===== src/rtl/core/msdm_pkg.sv =====
// ============================================================================
// Deadline monitor package
// Operation codes, result kinds and control types of the deadline monitor.
// ============================================================================
package msdm_pkg;

    localparam int FUNC_W   = 2;
    localparam int SLOT_IN_W = 4;
    localparam int TMO_W    = 24;
    localparam int OUT_TIME_W = 48;

    localparam logic [FUNC_W-1:0] FUNC_WATCH   = 2'd0;
    localparam logic [FUNC_W-1:0] FUNC_UNWATCH = 2'd1;
    localparam logic [FUNC_W-1:0] FUNC_TICK    = 2'd2;

    localparam logic KIND_EXPIRY  = 1'b0;
    localparam logic KIND_SUMMARY = 1'b1;

    // Control from the scan sequencer to the deadline tracker.
    typedef struct packed {
        logic clear;
        logic check;
    } t_trk_ctl;

endpackage


===== src/rtl/core/msdm_ram.sv =====
// ============================================================================
// Generic RAM
// One write port and one read port with registered read data.
// ============================================================================
module msdm_ram #(
    parameter int WIDTH = 48,
    parameter int DEPTH = 16
) (
    input  logic                     i_clk,
    input  logic                     i_we,
    input  logic [$clog2(DEPTH)-1:0] i_waddr,
    input  logic [WIDTH-1:0]         i_wdata,
    input  logic [$clog2(DEPTH)-1:0] i_raddr,
    output logic [WIDTH-1:0]         o_rdata
);

    logic [WIDTH-1:0] r_mem [DEPTH];
    logic [WIDTH-1:0] r_rdata;

    always_ff @(posedge i_clk) begin
        if (i_we) begin
            r_mem[i_waddr] <= i_wdata;
        end
        r_rdata <= r_mem[i_raddr];
    end

    assign o_rdata = r_rdata;

endmodule


===== src/rtl/core/msdm_track.sv =====
// ============================================================================
// Deadline tracker
// Decides expiry of the deadline read from the table and keeps the earliest
// deadline still pending during a tick scan.
// ============================================================================
module msdm_track #(
    parameter int TIME_BITS = 48
) (
    input  logic                  i_clk,
    input  logic                  i_rst_n,
    input  msdm_pkg::t_trk_ctl    i_ctl,
    input  logic [TIME_BITS-1:0]  i_deadline,
    input  logic [TIME_BITS-1:0]  i_time,
    output logic                  o_expire,
    output logic                  o_pending,
    output logic [TIME_BITS-1:0]  o_earliest
);

    logic                 r_pending;
    logic                 n_pending;
    logic [TIME_BITS-1:0] r_earliest;
    logic [TIME_BITS-1:0] n_earliest;
    logic                 expire;

    assign expire = (i_deadline <= i_time);

    always_comb begin
        n_pending  = r_pending;
        n_earliest = r_earliest;
        if (i_ctl.clear) begin
            n_pending  = 1'b0;
            n_earliest = '0;
        end else if (i_ctl.check && !expire) begin
            if (!r_pending || (i_deadline < r_earliest)) begin
                n_pending  = 1'b1;
                n_earliest = i_deadline;
            end
        end
    end

    always_ff @(posedge i_clk) begin
        if (!i_rst_n) begin
            r_pending <= 1'b0;
        end else begin
            r_pending <= n_pending;
        end
        r_earliest <= n_earliest;
    end

    assign o_expire   = expire;
    assign o_pending  = r_pending;
    assign o_earliest = r_earliest;

endmodule


===== src/rtl/core/multi_slot_deadline_monitor_core.sv =====
// ============================================================================
// Multi-slot deadline monitor
// Table of watched slots with absolute deadlines against a millisecond clock.
// ============================================================================
// A watch or unwatch request leaves busy low, and the next request may
// follow at once. A tick request raises busy through the scan, drain and summary
// states, and the next request is taken once the block is idle again; scan
// length is set by the single read port of the deadline memory, which scans
// one slot per cycle. Expiry results come out in ascending slot order, one
// per cycle with o_strobe high, followed by one summary result with o_last
// high. Results are shown for exactly one cycle and cannot be held off.
module multi_slot_deadline_monitor_core #(
    parameter int SLOT_COUNT = 16,
    parameter int TIME_BITS  = 48
) (
    input  logic                              i_clk,
    input  logic                              i_rst_n,
    input  logic                              start,
    output logic                              busy,
    input  logic [msdm_pkg::FUNC_W-1:0]       i_func,
    input  logic [msdm_pkg::SLOT_IN_W-1:0]    i_slot,
    input  logic [msdm_pkg::TMO_W-1:0]        i_timeout_ms,
    output logic                              o_strobe,
    output logic                              o_kind,
    output logic [msdm_pkg::SLOT_IN_W-1:0]    o_expired_slot,
    output logic                              o_has_pending,
    output logic [msdm_pkg::OUT_TIME_W-1:0]   o_earliest_deadline,
    output logic                              o_last
);

    localparam int SLOT_W = $clog2(SLOT_COUNT);
    localparam logic [SLOT_W-1:0] LAST_IDX = SLOT_W'(SLOT_COUNT - 1);

    localparam logic [1:0] ST_IDLE  = 2'd0;
    localparam logic [1:0] ST_SCAN  = 2'd1;
    localparam logic [1:0] ST_DRAIN = 2'd2;
    localparam logic [1:0] ST_SUM   = 2'd3;

    logic [1:0]             r_state;
    logic [1:0]             n_state;
    logic [SLOT_W-1:0]      r_idx;
    logic [SLOT_W-1:0]      n_idx;
    logic                   r_ev_vld;
    logic                   n_ev_vld;
    logic [SLOT_W-1:0]      r_ev_idx;
    logic [SLOT_W-1:0]      n_ev_idx;
    logic [TIME_BITS-1:0]   r_time;
    logic [TIME_BITS-1:0]   n_time;
    logic [SLOT_COUNT-1:0]  r_active;
    logic [SLOT_COUNT-1:0]  n_active;

    logic                             r_strobe;
    logic                             n_strobe;
    logic                             r_kind;
    logic                             n_kind;
    logic [msdm_pkg::SLOT_IN_W-1:0]   r_exp_slot;
    logic [msdm_pkg::SLOT_IN_W-1:0]   n_exp_slot;
    logic                             r_has_pend;
    logic                             n_has_pend;
    logic [msdm_pkg::OUT_TIME_W-1:0]  r_earliest;
    logic [msdm_pkg::OUT_TIME_W-1:0]  n_earliest;
    logic                             r_last;
    logic                             n_last;

    logic                   accept;
    logic                   slot_ok;
    logic [SLOT_W-1:0]      in_addr;
    logic [TIME_BITS:0]     dl_sum;
    logic [TIME_BITS-1:0]   dl_sat;
    logic                   we;
    logic [TIME_BITS-1:0]   rd_deadline;
    logic                   ev_active;
    logic                   expire;
    logic                   trk_pending;
    logic [TIME_BITS-1:0]   trk_earliest;
    msdm_pkg::t_trk_ctl     trk_ctl;

    assign accept  = start && (r_state == ST_IDLE);
    assign slot_ok = (32'(i_slot) < SLOT_COUNT);
    assign in_addr = SLOT_W'(i_slot);

    // Deadline of a watch saturates at the top of the time range.
    assign dl_sum = {1'b0, r_time} + (TIME_BITS + 1)'(i_timeout_ms);
    assign dl_sat = dl_sum[TIME_BITS] ? '1 : dl_sum[TIME_BITS-1:0];
    assign we     = accept && (i_func == msdm_pkg::FUNC_WATCH) && slot_ok;

    msdm_ram #(
        .WIDTH (TIME_BITS),
        .DEPTH (SLOT_COUNT)
    ) u_ram (
        .i_clk   (i_clk),
        .i_we    (we),
        .i_waddr (in_addr),
        .i_wdata (dl_sat),
        .i_raddr (r_idx),
        .o_rdata (rd_deadline)
    );

    assign ev_active     = r_ev_vld && r_active[r_ev_idx];
    assign trk_ctl.clear = accept && (i_func == msdm_pkg::FUNC_TICK);
    assign trk_ctl.check = ev_active;

    msdm_track #(
        .TIME_BITS (TIME_BITS)
    ) u_track (
        .i_clk      (i_clk),
        .i_rst_n    (i_rst_n),
        .i_ctl      (trk_ctl),
        .i_deadline (rd_deadline),
        .i_time     (r_time),
        .o_expire   (expire),
        .o_pending  (trk_pending),
        .o_earliest (trk_earliest)
    );

    always_comb begin
        n_state    = r_state;
        n_idx      = r_idx;
        n_ev_vld   = 1'b0;
        n_ev_idx   = r_idx;
        n_time     = r_time;
        n_active   = r_active;
        n_strobe   = 1'b0;
        n_kind     = msdm_pkg::KIND_EXPIRY;
        n_exp_slot = '0;
        n_has_pend = 1'b0;
        n_earliest = '0;
        n_last     = 1'b0;

        case (r_state)
            ST_IDLE: begin
                if (accept) begin
                    case (i_func)
                        msdm_pkg::FUNC_WATCH: begin
                            if (slot_ok) begin
                                n_active[in_addr] = 1'b1;
                            end
                        end
                        msdm_pkg::FUNC_UNWATCH: begin
                            if (slot_ok) begin
                                n_active[in_addr] = 1'b0;
                            end
                        end
                        msdm_pkg::FUNC_TICK: begin
                            if (r_time != '1) begin
                                n_time = r_time + TIME_BITS'(1);
                            end
                            n_idx   = '0;
                            n_state = ST_SCAN;
                        end
                        default: begin
                        end
                    endcase
                end
            end
            ST_SCAN: begin
                // Read of r_idx is in flight; its data is judged next cycle.
                n_ev_vld = 1'b1;
                n_ev_idx = r_idx;
                if (r_idx == LAST_IDX) begin
                    n_state = ST_DRAIN;
                end else begin
                    n_idx = r_idx + SLOT_W'(1);
                end
            end
            ST_DRAIN: begin
                n_state = ST_SUM;
            end
            ST_SUM: begin
                n_strobe   = 1'b1;
                n_kind     = msdm_pkg::KIND_SUMMARY;
                n_has_pend = trk_pending;
                n_earliest = msdm_pkg::OUT_TIME_W'(trk_earliest);
                n_last     = 1'b1;
                n_state    = ST_IDLE;
            end
            default: begin
                n_state = ST_IDLE;
            end
        endcase

        if (ev_active && expire) begin
            n_active[r_ev_idx] = 1'b0;
            n_strobe           = 1'b1;
            n_kind             = msdm_pkg::KIND_EXPIRY;
            n_exp_slot         = msdm_pkg::SLOT_IN_W'(r_ev_idx);
        end
    end

    always_ff @(posedge i_clk) begin
        if (!i_rst_n) begin
            r_state  <= ST_IDLE;
            r_ev_vld <= 1'b0;
            r_time   <= '0;
            r_active <= '0;
            r_strobe <= 1'b0;
        end else begin
            r_state  <= n_state;
            r_ev_vld <= n_ev_vld;
            r_time   <= n_time;
            r_active <= n_active;
            r_strobe <= n_strobe;
        end
        r_idx      <= n_idx;
        r_ev_idx   <= n_ev_idx;
        r_kind     <= n_kind;
        r_exp_slot <= n_exp_slot;
        r_has_pend <= n_has_pend;
        r_earliest <= n_earliest;
        r_last     <= n_last;
    end

    assign busy                = (r_state != ST_IDLE);
    assign o_strobe            = r_strobe;
    assign o_kind              = r_kind;
    assign o_expired_slot      = r_exp_slot;
    assign o_has_pending       = r_has_pend;
    assign o_earliest_deadline = r_earliest;
    assign o_last              = r_last;

endmodule


===== config.mk =====
export PLATFORM = sky130hd
export DESIGN_NAME = multi_slot_deadline_monitor_core
export DESIGN_NICKNAME = d
export VERILOG_FILES = /design/src/rtl/core/msdm_pkg.sv /design/src/rtl/core/msdm_ram.sv /design/src/rtl/core/msdm_track.sv /design/src/rtl/core/multi_slot_deadline_monitor_core.sv
export SDC_FILE = /design/constraint.sdc
export NUM_CORES = 1
export LEC_CHECK = 0
export ABC_CLOCK_PERIOD_IN_PS = 4250
export BUFFER_PORTS_ARGS = -buffer_cell sky130_fd_sc_hd__buf_4
export CAP_MARGIN = 40
export CORE_MARGIN = 8
export CORE_UTILIZATION = 38
export CTS_CLUSTER_DIAMETER = 40
export CTS_CLUSTER_SIZE = 8
export DETAILED_ROUTE_END_ITERATION = 16
export PLACE_DENSITY = 0.54
export SETUP_SLACK_MARGIN = 0.4
export SLEW_MARGIN = 20
export SYNTH_ARGS = -nofsm -noshare
export SYNTH_HDL_FRONTEND = slang
export SYNTH_SLANG_ARGS = --single-unit

===== constraint.sdc =====
create_clock -name i_clk -period 4.25 [get_ports i_clk]
set_input_delay 0.6375 -clock i_clk [delete_from_list [all_inputs] [get_ports i_clk]]
set_output_delay 0.6375 -clock i_clk [all_outputs]
set_load 0.005 [all_outputs]

==> summary.txt <==
WP data required -> 4600 ps
Final Wtd Congestion -> 0.8875
delay of the slowest critical-path stage -> 420 ps
Worst path most repeated cell -> buf_4
total core area -> 0.1071 sq mm
critical-path cell with the highest stage delay -> fa_1
count of unique library cells instantiated by Yosys -> 81
count of filler cells inserted in the layout -> 9157
fraction of layout cells with a size suffix above 1 -> 23.65%
initial standard-cell utilization of the core -> 38.34%
switching part of the total -> 27.92%
global-route wire length before repair -> 161.2 mm
Synth Flop Type -> edfxtp_1
unrepaired setup endpoints after global routing -> false
FFs w/ async S/R, synth -> 0%
quantity of gates resized following cts -> 0
residual antenna-violating net count after detailed routing -> 0
time the final worst path needs with I/O delays and setup -> 3603 ps
met3 routed wirelength -> 6.923 mm
average cell area after synthesis -> 16.28 sq um
uppermost routed layer -> met4
worst setup skew after layout -> 35.46 ps
register cell area after layout -> 0.02767 sq mm
Placement Rows -> 120
TritonCTS clock tree -> built
Metal-1 WL -> 47.75 mm
number of clock sinks -> 996
Cells after Synth -> 2521
result of the run -> completed
overall die width -> 344.6 um
Max Clock Freq -> 277.5 MHz
Crit. End Element -> register
Seq pwr share -> 40.0%
final HPWL from detailed placement -> 65.31 mm
number of failing hold endpoints at the final stage -> 0
cells taking the most area after synthesis -> edfxtp_1 56%, mux4_2 13%, dfxtp_1 11%
number of setup buffers added after CTS -> 0
Critical Path Fanout Max -> 16
power density over the cells -> 601.7 mW/mm^2
clock tree buffer depth -> 3
number of violations of the max-capacitance limit -> 0
power dissipated by switching net loads -> 8.234 mW
Pre-antenna DRT Iters -> 7
Final #Nets -> 2904
Comb power frac -> 19.9%
flip-flop and latch count after synthesis -> 996
transition time at the pin with the least slew margin -> 901.2 ps
detail-routed net length per standard cell -> 25.73 um
Synth-to-Final Area Change -> 19.43%
I/O pin count -> 90
Worst Setup Start Kind -> register
routed length on met2 -> 52.47 mm
maximum level of the CTS H-tree -> 4
total track usage -> 18.42%
part of the power in the clock network -> 40.0%
critical path class -> register to register
library cell with the highest instance count after synthesis -> edfxtp_1
maximum number of pins on one net before global-route repair -> 98
top cell type's share of synthesized area -> 56.49%
Initial DRC Count -> 1806
Hold Path Class -> primary input to register
leading area contributor after synthesis -> edfxtp_1
Final Cycle Share -> 84.78%
leading cell types by count after synthesis -> 772 x edfxtp_1, 244 x mux4_2, 224 x dfxtp_1
root buffer cell -> clkbuf_16
total detailed-routing wirelength -> 109.9 mm
number of enable-type register cells in the synthesized netlist -> 772
Internal Power -> 21.26 mW
pins over their slew limit -> 0
share of the yosys chip area belonging to registers -> 67.41%
DRC -> 0
clock latency on the worst-skew pair -> 730 ps
vias per std cell -> 5.561
Num CTS Buffers -> 160
Final Setup Violations -> 0
count of inserted antenna diode cells -> 0
initial antenna violation count -> 6
net count of the mapped netlist -> 2680
total global routing overflow -> 0
DIE AREA -> 0.1188 sq mm
final-layout setup total negative slack -> 0 ps
via total after detailed routing -> 23740
vertical die dimension -> 344.6 um
port bufs -> 89
Worst slew margin -> 39.92%
worst IR drop on VDD -> 0.3516 mV
endpoint arrival time on the critical path -> 3950 ps
final hold slack -> 385.4 ps
quantity of hold-fixing buffers added after cts -> 0
Multi-input gate area -> 0.01262 sq mm
total power consumption of the routed design -> 29.49 mW
warning count from the yosys run -> 0
number of global-route vias before repair -> 24510
series of cell instances along the critical path -> ha_1 -> fa_1 -> a21oi_1 -> buf_4 -> o211ai_4 -> buf_4 -> a2111oi_0 -> buf_4 -> o31ai_1 -> a211oi_1 -> o31ai_1 -> xnor2_1 -> nand2_1
leakage -> 17.02 nW
clock transition time at the flip-flop clock pins of the worst setup and hold paths -> 50 ps
total standard cell area after synthesis -> 0.04104 sq mm
area by class of cell:
cell class | instances | share of cell area [%]
clock buffer | 240 | 8.967
clock inverter | 44 | 1.108
inverter | 112 | 0.8628
multi-input combinational | 1295 | 25.74
sequential | 996 | 56.44
tap | 1403 | 3.581
timing repair buffer | 180 | 3.298
placed cells by master, fill, tap and decap left out, types with 8 or more instances in the layout:
cell type	n
o21a_1	24
mux4_2	244
o21ai_0	115
buf_4	156
and4_1	13
ha_1	125
or3_1	11
buf_12	21
nor2b_1	9
clkinv_2	11
a31oi_1	28
clkbuf_1	72
clkbuf_16	161
nor4_1	8
nor3_1	25
dfxtp_1	224
nor2_4	17
nand2_1	94
nand4_1	27
xor2_1	8
inv_1	110
edfxtp_1	772
and3_1	15
xnor2_1	49
nand3_1	94
nor2_1	42
a21boi_0	10
a21oi_1	134
a211oi_1	10
and2_1	96
power by group through the flow:
stage / Clock (mW) / Sequential (mW) / Combinational (mW)
after floorplan: 0 / 11.4 / 4.39
after global placement: 0 / 12.0 / 5.76
after detailed placement: 0 / 12.0 / 5.94
after CTS: 12.1 / 11.8 / 5.96
after global routing: 12.4 / 11.8 / 6.45
final: 11.8 / 11.8 / 5.87
final timing paths:
check	from	end	slack, ps	depth (start not counted)
min reg2reg	u_track.o_earliest[46]$_SDFFE_PP0P_	o_earliest_deadline[46]$_SDFF_PN0_	480	1
max reg2reg	r_time[0]$_SDFFE_PN0P_	u_ram.r_mem[4][20]$_DFFE_PP_	650	13
max	r_time[0]$_SDFFE_PN0P_	u_ram.r_mem[4][20]$_DFFE_PP_	650	13
min	start	r_state[0]$_SDFFE_PN0P_	390	5
per-stage QoR:
step	cells	utilization [%]	setup slack [ps]	instance area [sq um]
final	4270	45.79	646.7	49020
after detailed placement	3985	41.15	229.7	44050
after floorplan	2521	-	264.2	41040
after global routing	4270	45.79	460.3	49020
after CTS	4269	45.76	553.1	48990
after global placement	3982	41.13	157.4	44030
worst max-delay path: cells and delay by family, from the launching register on:
kind	cells	cell delay [ps]
adder cells (fa/ha/maj)	2	670
AO/OA/AOI/OAI	6	1230
buffers and inverters	3	500
AND/OR/NAND/NOR	1	300
flip-flops	1	380
XOR/XNOR	1	160
registers in the layout (all words and copies together) (netlist names), 2 cells and up:
name and count:
u_ram.r_mem 768, o_earliest_deadline 48, r_time 48, u_ram.o_rdata 48, u_track.o_earliest 48, r_active 16
n_ev_idx 4, o_expired_slot 4, r_ev_idx 4, r_state 2
routing by layer:
metal	vias to the layer above	global-route usage [%]
li1	10350	-
met1	12400	24.83
met2	813	30.10
met3	183	3.631
met4	0	5.767
met5	-	0
cell families (layout without fill, tap and decap cells):
kind of cell | after synthesis | after routing | share of synthesized area (%)
and+or+nand+nor | 487 | 487 | 6.320
xor gates and xnor gates | 57 | 57 | 1.216
adders and majority gates | 126 | 126 | 3.860
buffers and inverters | 230 | 576 | 2.201
muxes | 249 | 249 | 13.53
AOI/OAI and AO/OA | 376 | 376 | 5.460
DFF | 996 | 996 | 67.41
No activity file was read; power rests on OpenSTA's default activity.
